$ cat config.mk
export PLATFORM = sky130hd
export DESIGN_NAME = bls_cell
export DESIGN_NICKNAME = d
export VERILOG_FILES = /design/src/rtl/bls_pkg.sv /design/src/rtl/bls_cell.sv
export SDC_FILE = /design/constraint.sdc
export NUM_CORES = 1
export LEC_CHECK = 0
export BUFFER_PORTS_ARGS = -buffer_cell sky130_fd_sc_hd__buf_2
export CAP_MARGIN = 25
export CORE_MARGIN = 5
export CORE_UTILIZATION = 41
export DETAILED_ROUTE_END_ITERATION = 12
export PLACE_DENSITY = 0.81
export RECOVER_POWER = 50
export SETUP_SLACK_MARGIN = 0.5
export SLEW_MARGIN = 10
export SYNTH_ARGS = -nofsm -noshare
export SYNTH_HDL_FRONTEND = slang
export SYNTH_SLANG_ARGS = --single-unit
$ cat constraint.sdc
create_clock -name clk -period 1.6 [get_ports clk]
set_input_delay 0.48 -clock clk [delete_from_list [all_inputs] [get_ports clk]]
set_output_delay 0.48 -clock clk [all_outputs]
set_load 0.005 [all_outputs]
$ cat src/rtl/bls_pkg.sv
`default_nettype none

package bls_pkg;

	localparam int WORD_W = 32;
	localparam int CAP_W  = 7;

	localparam logic [WORD_W-1:0] UNDERFLOW_WORD = 32'hFFF0_BDC1;

	typedef enum logic [1:0] {
		CMD_PUSH = 2'd0,
		CMD_POP  = 2'd1,
		CMD_SHOW = 2'd2
	} cmd_t;

	typedef enum logic [1:0] {
		STAT_OK        = 2'd0,
		STAT_OVERFLOW  = 2'd1,
		STAT_UNDERFLOW = 2'd2
	} status_t;

	typedef enum logic [1:0] {
		OP_HOLD   = 2'd0,
		OP_PUSH   = 2'd1,
		OP_POP    = 2'd2,
		OP_ROTATE = 2'd3
	} op_t;

	typedef enum logic {
		ST_IDLE = 1'b0,
		ST_SHOW = 1'b1
	} state_t;

endpackage

`default_nettype wire

$ cat src/rtl/bls_cell.sv
`default_nettype none

module bls_cell import bls_pkg::*; (
	input  wire              clk,
	input  wire              arst_n,
	input  op_t              op,
	input  wire [WORD_W-1:0] left_word,
	input  wire              left_valid,
	input  wire [WORD_W-1:0] right_word,
	input  wire              right_valid,
	input  wire [WORD_W-1:0] head_word,
	output logic [WORD_W-1:0] word,
	output logic              valid
);

	logic [WORD_W-1:0] word_q;
	logic              valid_q;
	logic              tail;

	assign tail  = valid_q && !right_valid;
	assign word  = word_q;
	assign valid = valid_q;

	always_ff @(posedge clk or negedge arst_n) begin
		if (!arst_n) begin
			valid_q <= 1'b0;
		end else begin
			unique case (op)
				OP_PUSH:   valid_q <= left_valid;
				OP_POP:    valid_q <= right_valid;
				OP_ROTATE: valid_q <= valid_q;
				OP_HOLD:   valid_q <= valid_q;
			endcase
		end
	end

	// rotate: tail cell wraps the head word around to the bottom of the filled run
	always_ff @(posedge clk) begin
		unique case (op)
			OP_PUSH:   word_q <= left_word;
			OP_POP:    word_q <= right_word;
			OP_ROTATE: word_q <= tail ? head_word : right_word;
			OP_HOLD:   word_q <= word_q;
		endcase
	end

endmodule

`default_nettype wire

==> results of run 1 <==
cell type report:
| type | count | area (sq um) |
|---|---|---|
| Inverter | 3 | 25.0 |
| Clock buffer | 6 | 72.6 |
| Timing Repair Buffer | 159 | 1080 |
| Multi-Input combinational cell | 111 | 903 |
| Tap cell | 52 | 65.1 |
| Fill cell | 325 | 1270 |
| Clock inverter | 2 | 10.0 |
| Sequential cell | 33 | 987 |
synthesized netlist by cell type, drive strengths merged:
master and n:
nand2b 1, mux2i 1, and2b 1, a32oi 64, a21oi 1, ha 3
nor2 2, inv 3, clkbuf 2, edfxtp 32, buf 18, dfrtp 1
nand2 32
cells in the final DEF (no fill, tap or decap), types with 2 or more instances in the layout:
| cell | instances |
|---|---|
| nor2_4 | 2 |
| nand2_1 | 32 |
| clkbuf_2 | 2 |
| buf_6 | 5 |
| a32oi_1 | 61 |
| buf_12 | 7 |
| buf_4 | 6 |
| a32oi_2 | 3 |
| clkbuf_8 | 5 |
| clkinv_2 | 2 |
| nand2b_4 | 4 |
| clkbuf_16 | 3 |
| ha_4 | 3 |
| buf_16 | 3 |
| and2b_4 | 2 |
| buf_2 | 124 |
| edfxtp_1 | 32 |
| clkbuf_1 | 8 |
routing by layer:
layer	track usage [%]	up-vias
li1	-	1001
met1	24.3	1013
met2	34.5	166
met3	4.05	18
met4	4.12	0
met5	0	-
how the worst min path moves through the flow:
stage                 start                 to  slack [ns]  cells after the start
6_report       left_word[2]  word[2]$_DFFE_PP_        0.47                      3
4_1_cts        left_word[2]  word[2]$_DFFE_PP_        0.47                      3
3_5_place_dp         arst_n  valid$_DFFE_PN0N_        0.26                      1
5_1_grt        left_word[8]  word[8]$_DFFE_PP_        0.48                      3
3_3_place_gp         arst_n  valid$_DFFE_PN0N_        0.26                      1
2_1_floorplan        arst_n  valid$_DFFE_PN0N_        0.18                      0
repair_timing:
item,4_1_cts,5_1_grt
gates cloned,4,8
pin swaps,3,5
hold buffers,1,0
buffers inserted,5,5
resized for setup,17,15
setup endpoints to repair,98,98
hold endpoints to repair,1,0
registers in the layout (all words and copies together) (netlist names):
register  cells
valid         1
word         32
where the power goes:
part / total [mW] / internal [mW] / switching (mW)
Combinational: 0.743 / 0.368 / 0.374
Clock: 0.593 / 0.301 / 0.292
Sequential: 1.11 / 1.07 / 0.0346
cells by family (layout without fill, tap and decap cells):
kind of cell	Yosys count	in the layout	synth area share, %
AOI/OAI and AO/OA	65	65	30.1
adders and majority gates	3	3	2.00
buffers and inverters	23	170	6.79
DFF	33	33	52.4
muxes	1	1	0.532
and+or+nand+nor	36	42	8.18
worst register-to-register path: stages, from the launching register on:
cell	delay, ns
dfrtp_2	0.46
and2b_2	0.30
a32oi_1	0.28
nand2_1	0.10
metrics by stage:
stage                     hold WS, ns  utilization, %
after floorplan                 0.184               -
after global placement          0.255            59.8
after detailed placement        0.258            59.8
after CTS                       0.468            67.0
after global routing            0.478            71.2
final                           0.474            71.2
==> results by group, run 1 <==
Routing
  – Vias: between 2000 and 2500
  – Post-Route WL: slightly above 7000 microns
  – Iteration-0 DRC Markers: approximately 230
  – DRC Markers: 0
  – Wire per inst: slightly below 20 microns
  – Met2 WL: roughly 3600 microns
  – Metal-1 WL: ~2700 microns
  – TritonRoute pass-1 iters: 5
  – Max layer used: met4
  – Vias per cell: between 6 and 7
  – Antenna viol nets, final: 0
  – WL met3: 806 microns

Clocking
  – H-tree Lvls: 2
  – CTS tree: done
  – CTS root buf: clkbuf_8
  – Clk buf depth: 2
  – Clock Sinks: 33
  – Clock-pin slew on the worst setup and hold paths: roughly 0.060 ns
  – Clock Latency Late Sink: ~0.28 ns
  – TritonCTS Buffers: 5

Setup path
  – Setup crit end: word[20]$_DFFE_PP_
  – Top Family by Delay on Critical Path: buffers and inverters
  – Crit path from: op[0]
  – Reg2reg setup slack: approximately 0.20 ns
  – Startpoint class of the critical path: primary input
  – Most frequent CP cell: buf_12
  – Cells along the critical path: buf_12, inv_1, ha_4, buf_12, clkbuf_16, a32oi_1, nand2_1
  – Crit. End Element: flip-flop
  – Worst Path Buf+Inv: 4
  – Worst r2r dst: word[20]$_DFFE_PP_
  – Worst Path Arrival: 1.45 ns
  – CP Class: primary input to flip-flop
  – Worst reg2reg path depth: 3
  – CP max FO: 9
  – WP depth: 7
  – Worst path required time: 1.62 ns
  – R2r startpoint: valid$_DFFE_PN0N_
  – Crit-path slowest cell: ha_4
  – Slowest stage delay, CP: 0.22 ns

STA
  – Final hold violations: 0
  – TNS Setup: 0 ns
  – Peak Freq: approximately 700 MHz
  – RSZ-0062 raised after global routing: yes
  – Tmin final: approximately 1.4 ns
  – Setup violations, final: 0
  – Final worst-path cycle share: between 80% and 90%
  – Worst-Margin Slew: approximately 0.47 ns
  – PnR worst setup slack: 0.170 ns
  – Pins Over Slew Limit: 0
  – Worst Skew: 0.00451 ns
  – Slew margin rel.: between 60% and 70%

Floorplan
  – Starting density of the core: ~43%
  – Core Region: about 4400 sq um
  – # rows: 24
  – Die Ht: about 80 microns
  – I/O pin count: around 140
  – Die width: ~78 microns
  – Die area: between 6000 and 7000 sq um

Logic synthesis
  – Register area share after synthesis: 52.4%
  – Post-Syn Nets: between 200 and 300
  – Synth cell types: 15
  – Ranking of synthesized cells by area: edfxtp_1, a32oi_1, nand2_1
  – Synth warn: 0
  – Yosys top cell area share: between 50% and 60%
  – Post-synth top area cell: edfxtp_1
  – Syn Inst Count: around 160
  – Synthesized area per cell: about 12 sq um
  – Cell Area, Synth: ~1900 sq um
  – Seq cells post-synth: 33

Global routing
  – GRT Total Usage: 19.5%
  – Initial antenna violation count: 0
  – First-pass GRT wire length: 9610 microns
  – Total congestion overflow: 0
  – Largest net degree at the start of global routing: 35
  – Vias in the first global route: ~2000

Placement
  – Port Buffers: roughly 130
  – Global placement routability congestion: between 0.7 and 0.8
  – Pre-CTS setup slack: -0.224 ns
  – DP Cell Count: ~340
  – DP HPWL: roughly 4300 microns
  – DP Area: between 2000 and 3000 sq um

Power and ir drop
  – Max IR drop VDD: 437 uV
  – Power per cell area: around 800 nW/um^2
  – Leakage: 1.42 nW
  – Pwr Total: between 2 and 2.5 mW

Outcome
  – Status: finished clean

Layout
  – Finished Layout Cells: between 300 and 400
  – Syn-to-layout area delta: 67.2%
  – Total Nets Final: 418
  – Layout cells sized above 1: roughly 56%
  – Antenna diodes: 0
  – Design area: ~3100 sq um

Run
  – Max-Cap Viols: 0

Worst hold path
  – Hold crit path type: primary input to flip-flop
Power figures use the tool's default switching activity.
==> inputs of run 2 (changes only) <==
--- a/config.mk
+++ b/config.mk
@@ -5,10 +5,12 @@
 export SDC_FILE = /design/constraint.sdc
 export NUM_CORES = 1
 export LEC_CHECK = 0
+export ABC_AREA = 1
 export BUFFER_PORTS_ARGS = -buffer_cell sky130_fd_sc_hd__buf_2
 export CAP_MARGIN = 25
 export CORE_MARGIN = 5
-export CORE_UTILIZATION = 41
+export CORE_UTILIZATION = 45
+export CTS_CLUSTER_DIAMETER = 80
 export DETAILED_ROUTE_END_ITERATION = 12
 export PLACE_DENSITY = 0.81
 export RECOVER_POWER = 50
==> results by group, run 2 <==
STA
  – Peak Freq: 682 MHz (-2.6%)
  – Pins Over Slew Limit: 0 (unchanged)
  – Final hold violations: 0 (unchanged)
  – PnR worst setup slack: 0.133 ns (-0.0377 ns)
  – Worst-Margin Slew: 0.421 ns (-0.0512 ns)
  – Setup violations, final: 0 (unchanged)
  – Tmin final: 1.47 ns (+0.0377 ns)
  – Slew margin rel.: 71.9% (+3.5 points)
  – Final worst-path cycle share: 91.7% (+2.4 points)
  – Worst Skew: 0.00574 ns (+0.00122 ns)
  – RSZ-0062 raised after global routing: yes

Logic synthesis
  – Most frequent cell after synthesis: nand2_1
  – Synth cell count leaders: nand2_1, inv_1, nand3_1, a21boi_1, edfxtp_1
  – Synth warn: 0 (unchanged)
  – Post-Syn Nets: 429 (+61%)
  – Synthesized area per cell: 7.61 sq um (-35%)
  – Leading register cell type out of synthesis: edfxtp_1
  – Number of flops mapped to enable cells by yosys: 32 (unchanged)
  – Cell Area, Synth: 2460 sq um (+31%)
  – Seq cells post-synth: 33 (unchanged)
  – Ranking of synthesized cells by area: edfxtp_1, nand2_1, nand3_1
  – Post-synth top area cell: edfxtp_1
  – Synth cell types: 17 (+2)
  – Register area share after synthesis: 40.0% (-12 points)
  – Async SR Flop Fraction: 3.03% (unchanged)
  – Yosys top cell area share: 39.0% (-12 points)
  – Syn Inst Count: 324 (+100%)

Power and ir drop
  – Leakage: 1.98 nW (+40%)
  – Power per cell area: 733 nW/um^2 (-5.6%)
  – Max IR drop VDD: 450 uV (+3.0%)
  – Pwr Total: 2.72 mW (+11%)

Clocking
  – H-tree Lvls: 2 (unchanged)
  – Clk buf depth: 2 (unchanged)
  – Clock Latency Late Sink: 0.28 ns (about the same)
  – CTS tree: done
  – Clock-pin slew on the worst setup and hold paths: 0.07 ns (about the same)
  – Clock Sinks: 33 (unchanged)
  – TritonCTS Buffers: 5 (unchanged)
  – CTS root buf: clkbuf_8

Setup path
  – Reg2reg setup slack: 0.32 ns (+0.12 ns)
  – Startpoint class of the critical path: primary input
  – Worst Path Arrival: 1.48 ns (+0.03 ns)
  – Crit path from: op[0]
  – Crit. End Element: flip-flop
  – Setup crit end: word[11]$_DFFE_PP_
  – Worst path required time: 1.61 ns (about the same)
  – R2r startpoint: valid$_DFFE_PN0N_
  – Worst reg2reg path depth: 4 (+1)
  – Worst r2r dst: word[7]$_DFFE_PP_
  – CP Class: primary input to flip-flop
  – CP max FO: 4 (-5)

Placement
  – DP Cell Count: 523 (+56%)
  – Port Buffers: 134 (unchanged)
  – DP HPWL: 5610 microns (+31%)
  – Global placement routability congestion: 0.780 (+1.4%)
  – Pre-CTS setup slack: -0.0490 ns (+0.175 ns)

Layout
  – Commonest non-fill, non-tap cells in the layout: buf_2, nand2_1, inv_1
  – Syn-to-layout area delta: 50.5%
  – Finished Layout Cells: 542 (+48%)
  – Layout cells sized above 1: 43.8% (-12 points)
  – Total Nets Final: 574 (+37%)
  – Max reg flops: 32 (unchanged)
  – Antenna diodes: 0 (unchanged)
  – Most common library cell in the layout ignoring fill and taps: buf_2

Worst hold path
  – Hold crit path type: primary input to flip-flop
  – Worst hold path stage count: 3 (unchanged)

Floorplan
  – Die width: 84.0 microns (+8.1%)
  – Starting density of the core: 45.6% (+3.0 points)
  – Core Region: 5410 sq um (+22%)
  – I/O pin count: 135 (unchanged)
  – Die area: 7060 sq um (+17%)
  – Die Ht: 84.0 microns (+8.1%)
  – # rows: 27 (+13%)

Global routing
  – Largest net degree at the start of global routing: 33 (-5.7%)
  – Global-route track usage on met1: 23.2% (-1.1 points)
  – First-pass GRT wire length: 11900 microns (+24%)
  – Vias in the first global route: 2640 (+33%)
  – GRT met2 Usage: 37.5% (+3.1 points)
  – Total congestion overflow: 0 (unchanged)
  – GRT Total Usage: 20.9% (+1.4 points)
  – Initial antenna violation count: 0 (unchanged)
  – Busiest grt layer: met2
  – GRT met3 Usage: 4.84% (+0.79 points)

Routing
  – Vias: 2649 (+21%)
  – Iteration-0 DRC Markers: 110 (-51%)
  – Vias per cell: 4.89 (-19%)
  – DRC Markers: 0 (unchanged)
  – Post-Route WL: 7610 microns (+4.8%)
  – Wire per inst: 14.0 microns (-29%)
  – TritonRoute pass-1 iters: 4 (-1)
  – Antenna viol nets, final: 0 (unchanged)

Run
  – Max-Cap Viols: 0 (unchanged)

Outcome
  – Status: finished clean
==> run 2: changes by cell type after synthesis, sizes merged <==
cell	before	now
a21boi	0	32
a21oi	1	0
a31oi	0	1
a32oi	64	0
and2b	1	0
buf	18	21
clkbuf	2	0
inv	3	69
mux2i	1	0
nand2	32	99
nand2b	1	0
nand3	0	64
==> run 2: per-layer routing <==
metal	vias to the layer above	wire (microns)
met5	-	0
met4	0	201
met3	18	605
met2	126	3870
met1	1198	2930
li1	1307	-
==> run 2: cell type report <==
| class | instances | area, sq um |
|---|---|---|
| clock inverters | 2 | 33.8 |
| repair buffers | 159 | 1050 |
| multi-input cells | 201 | 1200 |
| flip-flops and latches | 33 | 986 |
| clock buffers | 6 | 72.6 |
| inverters | 69 | 280 |
| well taps | 72 | 90.1 |
| fillers | 457 | 1700 |
==> run 2: timing repair <==
item,CTS,global route
endpoints found under the hold margin,1,0
hold buffers,1,0
cloned,3,3
setup buffers,4,0
endpoints found under the setup margin,98,97
gates resized for setup,14,10
pin swaps,1,6
==> run 2: kinds of logic after synthesis <==
group / after synthesis / synth area share, %
fa+ha+maj: 3 / 1.52
buf+inv: 90 / 18.1
compound gates: 33 / 10.0
simple gates: 165 / 30.4
flops: 33 / 40.0
==> run 2: worst max-delay path: stages <==
cell and delay (ns):
buf_8 0.09, inv_8 0.03, buf_6 0.10, ha_4 0.15, clkinvlp_2 0.10, clkbuf_2 0.27, buf_12 0.15, buf_16 0.10
==> run 2: stage by stage <==
stage | utilization, % | TNS (ns) | hold slack [ns] | area (sq um)
after floorplan | - | 0 | 0.184 | 2610
after global placement | 62.2 | -0.0168 | 0.257 | 3360
after detailed placement | 62.2 | -0.707 | 0.258 | 3360
after CTS | 68.1 | 0 | 0.442 | 3680
after global routing | 68.6 | 0 | 0.451 | 3710
final | 68.6 | 0 | 0.447 | 3710
==> run 2: how the worst min path moves through the flow <==
stage	slack [ns]	end	start
3_3_place_gp	0.26	valid$_DFFE_PN0N_	arst_n
4_1_cts	0.44	valid$_DFFE_PN0N_	left_valid
3_5_place_dp	0.26	valid$_DFFE_PN0N_	arst_n
6_report	0.45	valid$_DFFE_PN0N_	left_valid
2_1_floorplan	0.18	valid$_DFFE_PN0N_	arst_n
5_1_grt	0.45	valid$_DFFE_PN0N_	left_valid
==> run 2: power by group <==
group | switching, mW | total [mW] | leakage (nW) | internal [mW]
clock | 0.323 | 0.783 | 0.0528 | 0.460
combinational | 0.437 | 0.836 | 1.59 | 0.399
sequential | 0.0303 | 1.10 | 0.342 | 1.07
