**src/rtl/bls_pkg.sv**
```systemverilog
`default_nettype none

package bls_pkg;

	localparam int WORD_W = 32;
	localparam int CAP_W  = 7;

	localparam logic [WORD_W-1:0] UNDERFLOW_WORD = 32'hFFF0_BDC1;

	typedef enum logic [1:0] {
		CMD_PUSH = 2'd0,
		CMD_POP  = 2'd1,
		CMD_SHOW = 2'd2
	} cmd_t;

	typedef enum logic [1:0] {
		STAT_OK        = 2'd0,
		STAT_OVERFLOW  = 2'd1,
		STAT_UNDERFLOW = 2'd2
	} status_t;

	typedef enum logic [1:0] {
		OP_HOLD   = 2'd0,
		OP_PUSH   = 2'd1,
		OP_POP    = 2'd2,
		OP_ROTATE = 2'd3
	} op_t;

	typedef enum logic {
		ST_IDLE = 1'b0,
		ST_SHOW = 1'b1
	} state_t;

endpackage

`default_nettype wire

```
**src/rtl/bls_ctrl.sv**
```systemverilog
`default_nettype none

module bls_ctrl import bls_pkg::*; #(
	parameter int DEPTH = 64
) (
	input  wire              clk,
	input  wire              arst_n,
	input  wire              start,
	input  wire [1:0]        cmd,
	input  wire [WORD_W-1:0] push_value,
	input  wire              cfg_we,
	input  wire [CAP_W-1:0]  cfg_wdata,
	input  wire [WORD_W-1:0] head_word,
	output logic             busy,
	output op_t              op,
	output logic             result_valid,
	output logic [WORD_W-1:0] value,
	output logic [1:0]       status,
	output logic             is_empty,
	output logic             is_full,
	output logic             last
);

	localparam int CW = $clog2(DEPTH + 1);

	state_t            state_q, state_d;
	logic [CW-1:0]     count_q, count_d;
	logic [CW-1:0]     rem_q, rem_d;
	logic [CAP_W-1:0]  capacity_q;
	logic [CW-1:0]     eff_cap;
	logic              accept;

	logic              res_en;
	logic [WORD_W-1:0] res_value;
	status_t           res_status;
	logic              res_empty;
	logic              res_full;
	logic              res_last;

	logic              result_valid_q;
	logic [WORD_W-1:0] value_q;
	status_t           status_q;
	logic              is_empty_q;
	logic              is_full_q;
	logic              last_q;

	always_comb begin
		if (capacity_q > CAP_W'(DEPTH)) begin
			eff_cap = CW'(DEPTH);
		end else if (capacity_q == '0) begin
			eff_cap = CW'(1);
		end else begin
			eff_cap = capacity_q[CW-1:0];
		end
	end

	assign busy   = (state_q == ST_SHOW);
	assign accept = start && !busy;

	always_comb begin
		state_d    = state_q;
		count_d    = count_q;
		rem_d      = rem_q;
		op         = OP_HOLD;
		res_en     = 1'b0;
		res_value  = head_word;
		res_status = STAT_OK;
		res_empty  = (count_q == '0);
		res_full   = (count_q >= eff_cap);
		res_last   = 1'b1;
		unique case (state_q)
			ST_IDLE: begin
				if (accept) begin
					case (cmd_t'(cmd))
						CMD_PUSH: begin
							res_en    = 1'b1;
							res_value = push_value;
							if (count_q >= eff_cap) begin
								res_status = STAT_OVERFLOW;
							end else begin
								op        = OP_PUSH;
								count_d   = count_q + CW'(1);
								res_empty = 1'b0;
								res_full  = (count_d >= eff_cap);
							end
						end
						CMD_POP: begin
							res_en = 1'b1;
							if (count_q == '0) begin
								res_value  = UNDERFLOW_WORD;
								res_status = STAT_UNDERFLOW;
							end else begin
								op        = OP_POP;
								count_d   = count_q - CW'(1);
								res_empty = (count_d == '0);
								res_full  = (count_d >= eff_cap);
							end
						end
						CMD_SHOW: begin
							if (count_q == '0) begin
								res_en     = 1'b1;
								res_value  = '0;
								res_status = STAT_UNDERFLOW;
							end else begin
								state_d = ST_SHOW;
								rem_d   = count_q;
							end
						end
						default: begin
						end
					endcase
				end
			end
			ST_SHOW: begin
				op       = OP_ROTATE;
				res_en   = 1'b1;
				res_last = (rem_q == CW'(1));
				rem_d    = rem_q - CW'(1);
				if (rem_q == CW'(1)) begin
					state_d = ST_IDLE;
				end
			end
		endcase
	end

	always_ff @(posedge clk or negedge arst_n) begin
		if (!arst_n) begin
			state_q        <= ST_IDLE;
			count_q        <= '0;
			rem_q          <= '0;
			capacity_q     <= CAP_W'(64);
			result_valid_q <= 1'b0;
		end else begin
			state_q        <= state_d;
			count_q        <= count_d;
			rem_q          <= rem_d;
			result_valid_q <= res_en;
			if (cfg_we) begin
				capacity_q <= cfg_wdata;
			end
		end
	end

	always_ff @(posedge clk) begin
		if (res_en) begin
			value_q    <= res_value;
			status_q   <= res_status;
			is_empty_q <= res_empty;
			is_full_q  <= res_full;
			last_q     <= res_last;
		end
	end

	assign result_valid = result_valid_q;
	assign value        = value_q;
	assign status       = status_q;
	assign is_empty     = is_empty_q;
	assign is_full      = is_full_q;
	assign last         = last_q;

endmodule

`default_nettype wire

```
**config.mk**
```make
export PLATFORM = sky130hd
export DESIGN_NAME = bls_ctrl
export DESIGN_NICKNAME = d
export VERILOG_FILES = /design/src/rtl/bls_pkg.sv /design/src/rtl/bls_ctrl.sv
export SDC_FILE = /design/constraint.sdc
export NUM_CORES = 1
export LEC_CHECK = 0
export BUFFER_PORTS_ARGS = -buffer_cell sky130_fd_sc_hd__buf_2
export CORE_MARGIN = 2
export CORE_UTILIZATION = 52
export CTS_CLUSTER_SIZE = 25
export DETAILED_ROUTE_END_ITERATION = 12
export PLACE_DENSITY = 0.81
export REMOVE_ABC_BUFFERS = 1
export SLEW_MARGIN = 30
export SYNTH_ARGS = -nofsm -noshare
export SYNTH_HDL_FRONTEND = slang
export SYNTH_SLANG_ARGS = --single-unit
```
**constraint.sdc**
```tcl
create_clock -name clk -period 3.3 [get_ports clk]
set_input_delay 0.165 -clock clk [delete_from_list [all_inputs] [get_ports clk]]
set_output_delay 0.165 -clock clk [all_outputs]
set_load 0.005 [all_outputs]
```
==> summary by stage, run 1 <==
Routing
After detailed routing, the number of remaining DRC violations is 0. After detailed routing, the average wire length per cell comes to between 15 and 20 um. The detail route stage leaves a number of antenna-violating nets equal to 0. The mean number of vias per cell is roughly 5.5.

After detailed routing, the total wire length is approximately 9.6 mm. The violation count after the first detailed-routing iteration is 260. The total number of vias is around 3300.

The number of iterations in the first detailed-routing pass is 5.

STA
Setup repair after global routing left no endpoint under its margin. The final total negative setup slack is 0 ns. The final worst-path cycle share is approximately 84%.

The worst hold margin is 0.0370 ns. Setup violations remaining at the end of the flow were counted as 0. The peak clock frequency supported by timing is approximately 360 MHz. The number of failing hold endpoints at the final stage is 0. The worst clock skew is a little over 0.01 ns. After layout, the worst setup slack is between 0.5 and 0.6 ns. The final period demand of the worst path is ~2.8 ns. For the pin with the worst max-slew slack, the measured transition is 0.819 ns.

The max-slew violation total from the final report is 0. The worst slew margin relative to its limit is between 40 and 50%.

Critical path
The end of the worst register-to-register path is is_full. The capturing element of the worst setup path is op[0]. The data required time at the worst endpoint is roughly 3.1 ns. STA puts the critical path data arrival time at 2.61 ns. The critical path starts at capacity_q[3]. The depth of the worst register-to-register path is 11. The top fanout value on the critical path is 5. The worst setup path is captured at an output port.

The reg-to-reg startpoint is count_q[0]. The startpoint kind of the worst setup timing path is a register. The signal on the critical path passes through nor3_1 > a21oi_1 > nor2_1 > ha_1 > nand2b_4 > a211o_1 > a211oi_4 > a31o_1 > buf_2. By startpoint and endpoint, the worst setup path is classified as reg2out.

The delay of the slowest cell on the worst path is 0.41 ns. The setup slack on the worst flop-to-flop path is 0.60 ns. The slowest stage of the critical path belongs to the cell sky130_fd_sc_hd__a211oi_4.

Global route
The overall global routing resource usage is around a quarter. The initial antenna violation count is 0. Entering global routing, the biggest net connects 39 pins. The total overflow reported by the global router is 0. The first-pass GRT wire length is roughly 15 mm. The via count of the first global-routing pass is 3179.

Synthesis
After synthesis, the largest area contributor takes up 29.9% of total cell area. In this run, synthesis produced a sequential element count of 60. Sequential elements use 45.4% of the synthesized area. The cell area after synthesis is approximately 3700 um^2.

A synthesized cell averages around 10 um^2. The number of different library cells used by synthesis comes to 53. The number of synthesis warnings is 0.

The cell taking the most area after synthesis is sky130_fd_sc_hd__edfxtp_1. Sorting the synthesized cells by how often they occur yields sky130_fd_sc_hd__nand2_1 (48), sky130_fd_sc_hd__nor2_1 (42), sky130_fd_sc_hd__edfxtp_1 (37). Counting every instance in the synthesized netlist gives about 380. For this run, the leading register cell type out of synthesis is sky130_fd_sc_hd__edfxtp_1. After synthesis, the cell types taking the most area are sky130_fd_sc_hd__edfxtp_1 (30%), sky130_fd_sc_hd__dfrtp_1 (15%), sky130_fd_sc_hd__ha_1 (10%). The synthesized design contains 37 enable-type register cells. In the synthesized netlist the async set-or-reset flop fraction comes to between 30% and 40%. The most numerous cell in the Yosys netlist is sky130_fd_sc_hd__nand2_1.

Run
The tool flagged a number of max-cap violations equal to 0.

Placement
Timing analysis after detailed placement gives a worst setup slack of ~0.67 ns. The final weighted congestion in routability-driven placement is around 0.94. Detailed placement finished with a half-perimeter wire length of ~7.0 mm. The number of buffers inserted by port buffering is ~120.

The cell total after placement is 580.

CTS
TritonCTS built the clock tree. The tree is rooted in a sky130_fd_sc_hd__clkbuf_8. Post-CTS timing repair inserted 0 buffers for setup. The worst-case clock buffer depth is 2. The clock transition time at the flip-flop clock pins of the worst setup and hold paths is about 0.07 ns. The number of buffers inserted during clock tree synthesis is 9. Clock latency on the worst-skew pair, taken at its later pin, is about 0.35 ns. In this run the number of H-tree levels came out at 3. The total number of clock tree sinks is 60.

Final layout
0 antenna diodes ended up in the layout. The relative area change from synthesis to final layout is 24.4%. The finished layout holds 597 standard cells, fillers aside. The ratio of cells with drive above 1 in the final layout is 32.1%. The final net count is approximately 600.

Worst hold path
Counting instances, the worst hold path has a depth of 3. The min-delay analysis places its worst path in the category in2reg.

Floorplanning
The number of rows created at floorplan is 30. The starting density of the core is 54.1%. For this design the top-level I/O count stands at between 100 and 150. The floorplan die width is roughly 89 um. After floorplanning, the core was sized to cover 6870 um^2. The floorplan step defined a die boundary enclosing 7840 um^2.

The vertical die dimension is roughly 89 um.

Power
The ratio of total power to cell area is roughly 440 nW/um^2. IR analysis of the VDD net gives a maximum drop of between 0.0002 and 0.0003 V. In this run the static leakage power is ~2.2 nW. Overall power consumption after layout is estimated at 2.05 mW.

Run status
The flow ran to the end, and the final reports show no timing, DRC or antenna violations.
-- per-layer routing --
metal | vias up | routed length (um) | track usage [%]
met5 | - | 0 | 0
met4 | 0 | 153 | 7.44
met3 | 16 | 715 | 6.44
met2 | 151 | 4730 | 44.1
met1 | 1529 | 4040 | 30.8
li1 | 1601 | - | -
-- placed cells by master, fill, tap and decap left out, types with 4 or more instances in the layout --
cell                       synthesis  layout
sky130_fd_sc_hd__a21oi_1          34      34
sky130_fd_sc_hd__nor3_1            6       6
sky130_fd_sc_hd__a22o_1           11      11
sky130_fd_sc_hd__buf_2             9     117
sky130_fd_sc_hd__o21ai_0           5       5
sky130_fd_sc_hd__mux2_2            6       6
sky130_fd_sc_hd__buf_4             2       7
sky130_fd_sc_hd__xor2_1            7       7
sky130_fd_sc_hd__nand2_1          48      48
sky130_fd_sc_hd__xnor2_1           6       6
sky130_fd_sc_hd__edfxtp_1         37      37
sky130_fd_sc_hd__a31oi_1           4       4
sky130_fd_sc_hd__nand3_1           9       9
sky130_fd_sc_hd__nor2_1           42      42
sky130_fd_sc_hd__ha_1             30      30
sky130_fd_sc_hd__clkbuf_8          0      10
sky130_fd_sc_hd__a211oi_1          4       4
sky130_fd_sc_hd__o21ai_1          28      28
sky130_fd_sc_hd__inv_1            15      15
sky130_fd_sc_hd__dfrtp_1          22      22
-- sequential cells by signal (all words and copies together) (netlist names) --
name / count
value: 32
rem_q: 7
last: 1
busy: 1
status: 2
count_q: 7
result_valid: 1
is_full: 1
capacity_q: 7
is_empty: 1
-- what timing repair did --
item	CTS	global route
resized for setup	0	0
hold buffers	1	0
endpoints found under the setup margin	0	0
endpoints found under the hold margin	22	0
-- critical path: cells and delay by family, from the launching register on --
| kind | cells | cell delay (ns) |
|---|---|---|
| DFF | 1 | 0.39 |
| and+or+nand+nor | 3 | 0.45 |
| buffers and inverters | 1 | 0.12 |
| adders and majority gates | 1 | 0.26 |
| AOI/OAI and AO/OA | 4 | 1.05 |
-- power breakdown --
group | internal, mW | switching (mW) | total (mW) | leakage, nW
clock network | 0.522 | 0.301 | 0.823 | 0.122
logic | 0.165 | 0.195 | 0.360 | 1.38
registers | 0.843 | 0.0288 | 0.872 | 0.678
-- cell type report --
cell class                      count  area, um^2
Fill cell                         562        2240
Multi-Input combinational cell    284        1860
Sequential cell                    60        1690
Timing Repair Buffer              125         648
Clock buffer                       10         138
Tap cell                           96         120
Clock inverter                      6         111
Inverter                           16        60.1
-- metrics by stage --
step	area (um^2)	util (%)
after CTS	4620	67.3
after global placement	4370	63.6
after floorplan	3610	-
after global routing	4620	67.3
final	4620	67.3
after detailed placement	4370	63.6
-- worst min-delay path by stage --
stage,start,end,slack [ns]
after global placement,arst_n,rem_q[6],0.18
after CTS,cfg_wdata[6],capacity_q[6],0.02
after floorplan,arst_n,busy,-0.13
final,cfg_wdata[6],capacity_q[6],0.04
after global routing,cfg_wdata[0],capacity_q[0],0.06
after detailed placement,arst_n,rem_q[2],0.18
-- kinds of logic after synthesis --
| family | count (synthesis) | synth area share [%] |
|---|---|---|
| xor+xnor | 13 | 3.06 |
| flops | 60 | 45.4 |
| compound gates | 107 | 18.8 |
| buf+inv | 38 | 4.55 |
| fa+ha+maj | 30 | 10.1 |
| mux | 9 | 2.66 |
| simple gates | 125 | 15.5 |
Note: power is estimated with default switching activity, not from simulation.
==> inputs of run 2 (changes only) <==
clock period = 2.9 ns   (was 3.3 ns; I/O delays follow)
==> summary by stage, run 2 (synthesized netlist as in run 1, its figures left out) <==
Final layout
The area growth from synthesis to layout is 25.9%. The flip-flop and latch area is 1690 um^2 (unchanged). The final net count came to 609 (+1.0%). The fill cell total of the finished layout is 524 (-6.8%). The multi-input logic area is 1860 um^2 (+0.27%). The ratio of cells with drive above 1 in the final layout is 32.9% (+0.80 points). The number of antenna cells inserted was 0 (unchanged). The final cell utilization of the core was 68.1% (+0.76 points). In the layout the commonest cells are sky130_fd_sc_hd__buf_2 (117), sky130_fd_sc_hd__nand2_1 (48), sky130_fd_sc_hd__nor2_1 (42), sky130_fd_sc_hd__edfxtp_1 (37), sky130_fd_sc_hd__a21oi_1 (34). The number of flip-flops in the largest register is 32 (unchanged). The library cell used most frequently in the layout, excluding fill and tap cells, is sky130_fd_sc_hd__buf_2. The final non-filler cell total is 603 (+1.0%).

Run status
The flow ran to the end, and the final reports show no timing, DRC or antenna violations.

Critical path
The critical path in this run is classified as reg2out. The depth of the worst register-to-register path was 11 (unchanged). The setup slack on the worst flop-to-flop path is 0.27 ns (-0.33 ns). The reg-to-reg startpoint is count_q[0]. The end of the worst register-to-register path is is_full. The slowest stage cell on the critical path is sky130_fd_sc_hd__dfrtp_1. Walking the worst path, the cells encountered are nor3_2 > a21oi_1 > nor2_1 > ha_1 > nand2b_4 > a211o_1 > a211oi_4 > a31o_1 > buf_2. The top fanout value on the critical path was 5 (unchanged). The delay of the slowest cell on the worst path is 0.40 ns (about the same). The startpoint kind of the worst setup timing path is a register. STA classifies the critical path endpoint as an output port. The data arrival at the endpoint of the critical path is 2.59 ns (-0.02 ns). The data required time at the worst endpoint is 2.76 ns (-0.37 ns).

STA
The final period demand of the worst path is about 2.7 ns. The max-slew violation total from the final report came to 0 (unchanged). The worst clock skew is 0.00893 ns (-0.00137 ns). The worst hold margin is 0.0227 ns (-0.0143 ns).

Of the available clock period, the critical path in the final layout requires around 94%. The number of failing hold endpoints at the final stage is 0 (unchanged). The pin slew with the least headroom to its limit is 0.721 ns (-0.0971 ns).

The number of endpoints failing setup at the final stage is 0 (unchanged). The worst slew margin relative to its limit is 51.7% (+6.5 points). Setup repair after global routing left no endpoint under its margin. The final total negative setup slack is 0 ns (unchanged).

Based on the critical path, the design can be clocked at up to between 300 and 400 MHz.

Floorplanning
The vertical die dimension is 88.5 um (unchanged). The starting density of the core is 54.1% (unchanged). The area inside the core boundary is 6870 um^2 (unchanged). The floorplan die width was 88.5 um (unchanged). The number of rows created at floorplan came to 30 (unchanged). The I/O pin count came to 118 (unchanged).

The area enclosed by the die boundary is 7840 um^2 (unchanged).

CTS
The clock transition time at the flip-flop clock pins of the worst setup and hold paths is 0.07 ns (about the same). The clock tree from TritonCTS is built. The CTS root buffer is sky130_fd_sc_hd__clkbuf_8. The number of buffers inserted during clock tree synthesis was 9 (unchanged).

The number of levels the H-tree was split into is 3 (unchanged). The total number of clock tree sinks is 60 (unchanged). The clock latency on the worst-skew pair is 0.35 ns (about the same). The worst-case clock buffer depth is 2 (unchanged).

Routing
The mean number of vias per cell is 5.62 (+1.8%). The total routed wirelength is 9.48 mm (-1.7%). The post-route antenna net violation count was 0 (unchanged).

The count of unresolved DRC violations after routing is 0 (unchanged). The violation count after the first detailed-routing iteration is 264 (+1.5%). The total number of vias is 3389 (+2.8%). The average detailed-routed wire length per instance is 15.7 um (-2.7%). The number of iterations in the first detailed-routing pass was 4 (-1).

Placement
The number of buffers inserted by port buffering was 117 (unchanged). The final weighted congestion in routability-driven placement is 0.961 (+2.5%). The cell total after placement was 586 (+1.0%). The HPWL after detailed placement is 7.13 mm (+2.5%).

Power
The peak supply drop came to 0.000290 V (+10%). The share of total power in sequential cells was 42.6% (+0.2 points). The net switching share of the total power is 26.2% (+0.68 points).

The design internal power is 1.72 mW (+12%). The ratio of total power to cell area is 497 nW/um^2 (+12%). The clock power share is 39.9% (about the same). The combinational cell fraction of total power is 17.5% (about the same).

The power dissipated by switching net loads came to 0.610 mW (+16%). The leakage power of the design is 2.21 nW (+1.4%).

Worst hold path
The worst hold path terminates at capacity_q[6]. The hold path depth is 3 (unchanged). The tightest min-delay check is of the in2reg type. In this run the most critical hold path is launched from cfg_wdata[6].

Global route
The first-pass GRT wire length is 14.8 mm (-1.4%). The via count of the first global-routing pass is 3202 (+0.72%). The overall global routing resource usage is 24.5% (-0.67 points). The largest net degree at the start of global routing is 37 (-5.1%). The initial antenna violation count is 0 (unchanged). The total overflow reported by the global router is 0 (unchanged).

Run
The number of max-capacitance violations reported is 0 (unchanged).
## run 2: power groups by stage
stage | Sequential [mW] | Clock [mW] | Combinational, mW
2_1_floorplan | 1.01 | 0 | 0.233
3_3_place_gp | 1.01 | 0 | 0.388
3_5_place_dp | 1.01 | 0 | 0.401
4_1_cts | 0.991 | 0.930 | 0.406
5_1_grt | 0.998 | 0.966 | 0.454
6_report | 0.991 | 0.928 | 0.406
## run 2: per-stage QoR
stage	instance area, um^2	total power [mW]	setup WS, ns
after detailed placement	4420	1.41	0.278
after global placement	4420	1.40	0.379
after floorplan	3610	1.24	0.0202
after CTS	4670	2.33	0.0789
final	4680	2.33	0.163
after global routing	4680	2.42	0.0416
## run 2: layout make-up
type | count | area share [%]
clock buffer | 9 | 2.65
clock inverter | 7 | 2.46
inverter | 16 | 1.28
multi-input combinational | 284 | 39.9
sequential | 60 | 36.1
tap | 96 | 2.57
timing repair buffer | 131 | 15.1
## run 2: worst max-delay path by stage
stage / slack [ns] / startpoint / end
floorplan: 0.02 / count_q[4] / is_empty
global placement: 0.38 / count_q[0] / is_full
detailed placement: 0.28 / capacity_q[3] / count_q[4]
CTS: 0.08 / capacity_q[3] / op[0]
global route: 0.04 / capacity_q[3] / op[0]
finish: 0.16 / capacity_q[3] / op[0]
## run 2: timing repair
| item | CTS | global route |
|---|---|---|
| gates resized for setup | 0 | 1 |
| setup buffers | 0 | 0 |
| endpoints found under the hold margin | 22 | 0 |
| endpoints found under the setup margin | 0 | 1 |
| hold buffers | 1 | 0 |
## run 2: worst max-delay path: cells and delay by family (launching register included)
| kind | cells | cell delay, ns |
|---|---|---|
| DFF | 1 | 0.40 |
| adders and majority gates | 1 | 0.26 |
| AOI/OAI and AO/OA | 4 | 1.00 |
| and+or+nand+nor | 3 | 0.46 |
| buffers and inverters | 1 | 0.12 |
## run 2: metal layers
| metal | up-vias | track usage, % | wire length, um |
|---|---|---|---|
| li1 | 1614 | - | - |
| met1 | 1604 | 30.1 | 3900 |
| met2 | 151 | 42.3 | 4620 |
| met3 | 20 | 4.76 | 787 |
| met4 | 0 | 10.3 | 176 |
| met5 | - | 0 | 0 |
==> inputs of run 3 (changes only) <==
CORE_MARGIN = unset   (was 2)
==> summary by stage, run 3 (synthesized netlist as in run 1, its figures left out) <==
Worst hold path
The hold path endpoint is capacity_q[6]. In this run the most critical hold path is launched from cfg_wdata[6]. The class of the tightest hold or removal check is in2reg. The hold path depth is 3 (unchanged).

Run status
The run finished with clean final reports.

Final layout
The area growth from synthesis to layout is 24.9%. The final cell utilization of the core is 67.9% (-0.16 points). The multi-input logic area is 1860 um^2 (-0.27%). The final net count is 608 (-0.16%).

The cell area after layout is 4640 um^2 (-0.78%). The number of flip-flops in the largest register came to 32 (unchanged). The commonest non-fill, non-tap cell in the layout is sky130_fd_sc_hd__buf_2.

The fill cell total of the finished layout is 548 (+4.6%). In the layout the commonest cells are sky130_fd_sc_hd__buf_2 (117), sky130_fd_sc_hd__nand2_1 (48), sky130_fd_sc_hd__nor2_1 (42), sky130_fd_sc_hd__edfxtp_1 (37), sky130_fd_sc_hd__a21oi_1 (34). The final non-filler cell total is 602 (-0.17%). The number of antenna cells inserted was 0 (unchanged).

The ratio of cells with drive above 1 in the final layout came to 32.8% (-0.13 points). The flip-flop and latch area is 1690 um^2 (unchanged).

Power
The net switching share of the total power is 26.8% (+0.56 points). The design internal power is 1.63 mW (-5.2%). The overall power after layout was 2.22 mW (-4.5%). The peak supply drop came to 0.000252 V (-13%). The combinational cell fraction of total power is 18.2% (+0.7 points). The share of total power in sequential cells is 44.7% (+2.1 points). The ratio of total power to cell area came to 479 nW/um^2 (-3.7%). The clock power share was 37.1% (-2.8 points). The leakage power of the design is 2.20 nW (-0.59%). The power dissipated by switching net loads is 0.595 mW (-2.4%).

Critical path
Among all stages on the critical path, the largest delay is contributed by sky130_fd_sc_hd__dfrtp_1. The setup slack on the worst flop-to-flop path is 0.24 ns (-0.03 ns). The path length in cells of the critical path was 9 (unchanged). The depth of the worst register-to-register path is 11 (unchanged). The worst setup path category is reg2out. The data arrival at the endpoint of the critical path is 2.53 ns (-0.06 ns). The reg-to-reg startpoint is count_q[0].

The end of the worst register-to-register path is is_full. The worst setup path is captured at an output port. The delay of the slowest cell on the worst path came to 0.40 ns (about the same). The top fanout value on the critical path came to 5 (unchanged). The combined buffer and inverter count along the critical path came to 1 (unchanged). The data required time at the worst endpoint is 2.76 ns (about the same). The kind of cell with the highest combined delay along the critical path is compound AO/OA/AOI/OAI gates.

The startpoint kind of the worst setup timing path is a register. Traced cell by cell, the critical path runs through nor3_1 > a21oi_1 > nor2_1 > ha_1 > nand2b_4 > a211o_1 > a211oi_4 > a31o_1 > buf_2.

Global route
The via count of the first global-routing pass came to 3277 (+2.3%). The initial antenna violation count is 0 (unchanged). The overall global routing resource usage came to 25.6% (+1.1 points). The total overflow reported by the global router is 0 (unchanged). The largest net degree at the start of global routing is 39 (+5.4%).

The first-pass GRT wire length is 14.9 mm (+0.56%).

CTS
The clock tree from TritonCTS is built. CTS placed an instance of sky130_fd_sc_hd__clkbuf_8 at the clock tree root. The clock transition time at the flip-flop clock pins of the worst setup and hold paths is 0.07 ns (about the same). The total number of clock tree sinks came to 60 (unchanged). The number of setup buffers added after CTS is 0 (unchanged). The number of levels the H-tree was split into is 3 (unchanged).

The clock latency on the worst-skew pair is 0.34 ns (about the same). The worst-case clock buffer depth is 2 (unchanged). The number of buffers inserted during clock tree synthesis is 9 (unchanged).

STA
The number of endpoints failing setup at the final stage is 0 (unchanged). The worst slew margin relative to its limit is 63.5% (+12 points). The final total negative setup slack came to 0 ns (unchanged). The final worst-path cycle share is 92.1% (-2.3 points). The max-slew violation total from the final report is 0 (unchanged).

The worst hold margin is 0.0373 ns (+0.0145 ns). The final period demand of the worst path was 2.67 ns (-0.0664 ns). The pin slew with the least headroom to its limit is 0.547 ns (-0.174 ns).

The worst clock skew is 0.0112 ns (+0.00229 ns). The peak clock frequency supported by timing came to 374 MHz (+2.5%). Setup repair after global routing left no endpoint under its margin. The number of failing hold endpoints at the final stage was 0 (unchanged). The minimum setup slack in the final design is 0.229 ns (+0.0664 ns).

Placement
The worst-case setup slack after placement is 0.285 ns (+0.00725 ns). The number of buffers inserted by port buffering was 117 (unchanged). The cell total after placement is 585 (-0.17%).

The HPWL after detailed placement is 6.77 mm (-5.0%). The area of placed instances is 4420 um^2 (-0.17%). The final weighted congestion in routability-driven placement is 0.918 (-4.6%).

Routing
The violation count after the first detailed-routing iteration is 317 (+20%). The total number of vias came to 3341 (-1.4%). The total routed wirelength came to 9.20 mm (-2.9%). The post-route antenna net violation count is 0 (unchanged).

The mean number of vias per cell is 5.55 (-1.3%). The average detailed-routed wire length per instance is 15.3 um (-2.8%). The count of unresolved DRC violations after routing was 0 (unchanged). The number of iterations in the first detailed-routing pass is 5 (+1).

Floorplanning
The starting density of the core is 54.4% (+0.30 points). The area enclosed by the die boundary came to 7490 um^2 (-4.5%). The vertical die dimension was 86.5 um (-2.3%). The area inside the core boundary is 6830 um^2 (-0.55%). The I/O pin count is 118 (unchanged).

The number of rows created at floorplan is 30 (unchanged). The floorplan die width came to 86.5 um (-2.3%).

Run
The number of max-capacitance violations reported is 0 (unchanged).
-- run 3: per-layer routing --
metal | vias up | part of all wire, % | GRT usage [%]
met5 | - | 0 | 0
met4 | 0 | 1.1 | 9.55
met3 | 15 | 8.1 | 5.71
met2 | 155 | 49 | 43.3
met1 | 1565 | 42 | 32.3
li1 | 1606 | - | -
-- run 3: layout make-up --
cell class | count | share of cell area (%)
repair buffers | 130 | 15.0
multi-input cells | 284 | 40.1
inverters | 16 | 1.29
clock buffers | 9 | 2.67
flip-flops and latches | 60 | 36.4
clock inverters | 7 | 1.97
well taps | 96 | 2.59
-- run 3: timing repair --
action / in CTS / in global routing
endpoints found under the hold margin: 22 / 0
resized for setup: 0 / 0
hold buffers: 1 / 0
setup endpoints to repair: 0 / 1
-- run 3: how the worst max path moves through the flow --
stage	from	endpoint	slack [ns]
2_1_floorplan	count_q[4]	is_empty	0.02
3_3_place_gp	count_q[0]	is_full	0.37
3_5_place_dp	count_q[0]	is_full	0.29
4_1_cts	capacity_q[3]	op[0]	0.16
5_1_grt	capacity_q[3]	op[0]	0.02
6_report	capacity_q[3]	op[0]	0.23
-- run 3: worst register-to-register path, cell delays in order (launching register included) --
cell and delay (ns):
sky130_fd_sc_hd__dfrtp_1 0.49, sky130_fd_sc_hd__inv_1 0.17, sky130_fd_sc_hd__ha_1 0.30, sky130_fd_sc_hd__nand2_1 0.10
sky130_fd_sc_hd__xor2_1 0.27, sky130_fd_sc_hd__inv_1 0.08, sky130_fd_sc_hd__ha_1 0.29, sky130_fd_sc_hd__a21o_1 0.15
sky130_fd_sc_hd__a31oi_1 0.13, sky130_fd_sc_hd__o21ai_0 0.09, sky130_fd_sc_hd__a41oi_1 0.21, sky130_fd_sc_hd__o21ai_1 0.11
-- run 3: power groups by stage --
stage | clock [mW] | combinational (mW) | sequential, mW
detailed placement | 0 | 0.398 | 1.01
global route | 0.873 | 0.462 | 0.999
finish | 0.824 | 0.405 | 0.993
floorplan | 0 | 0.233 | 1.01
CTS | 0.844 | 0.403 | 0.993
global placement | 0 | 0.385 | 1.01
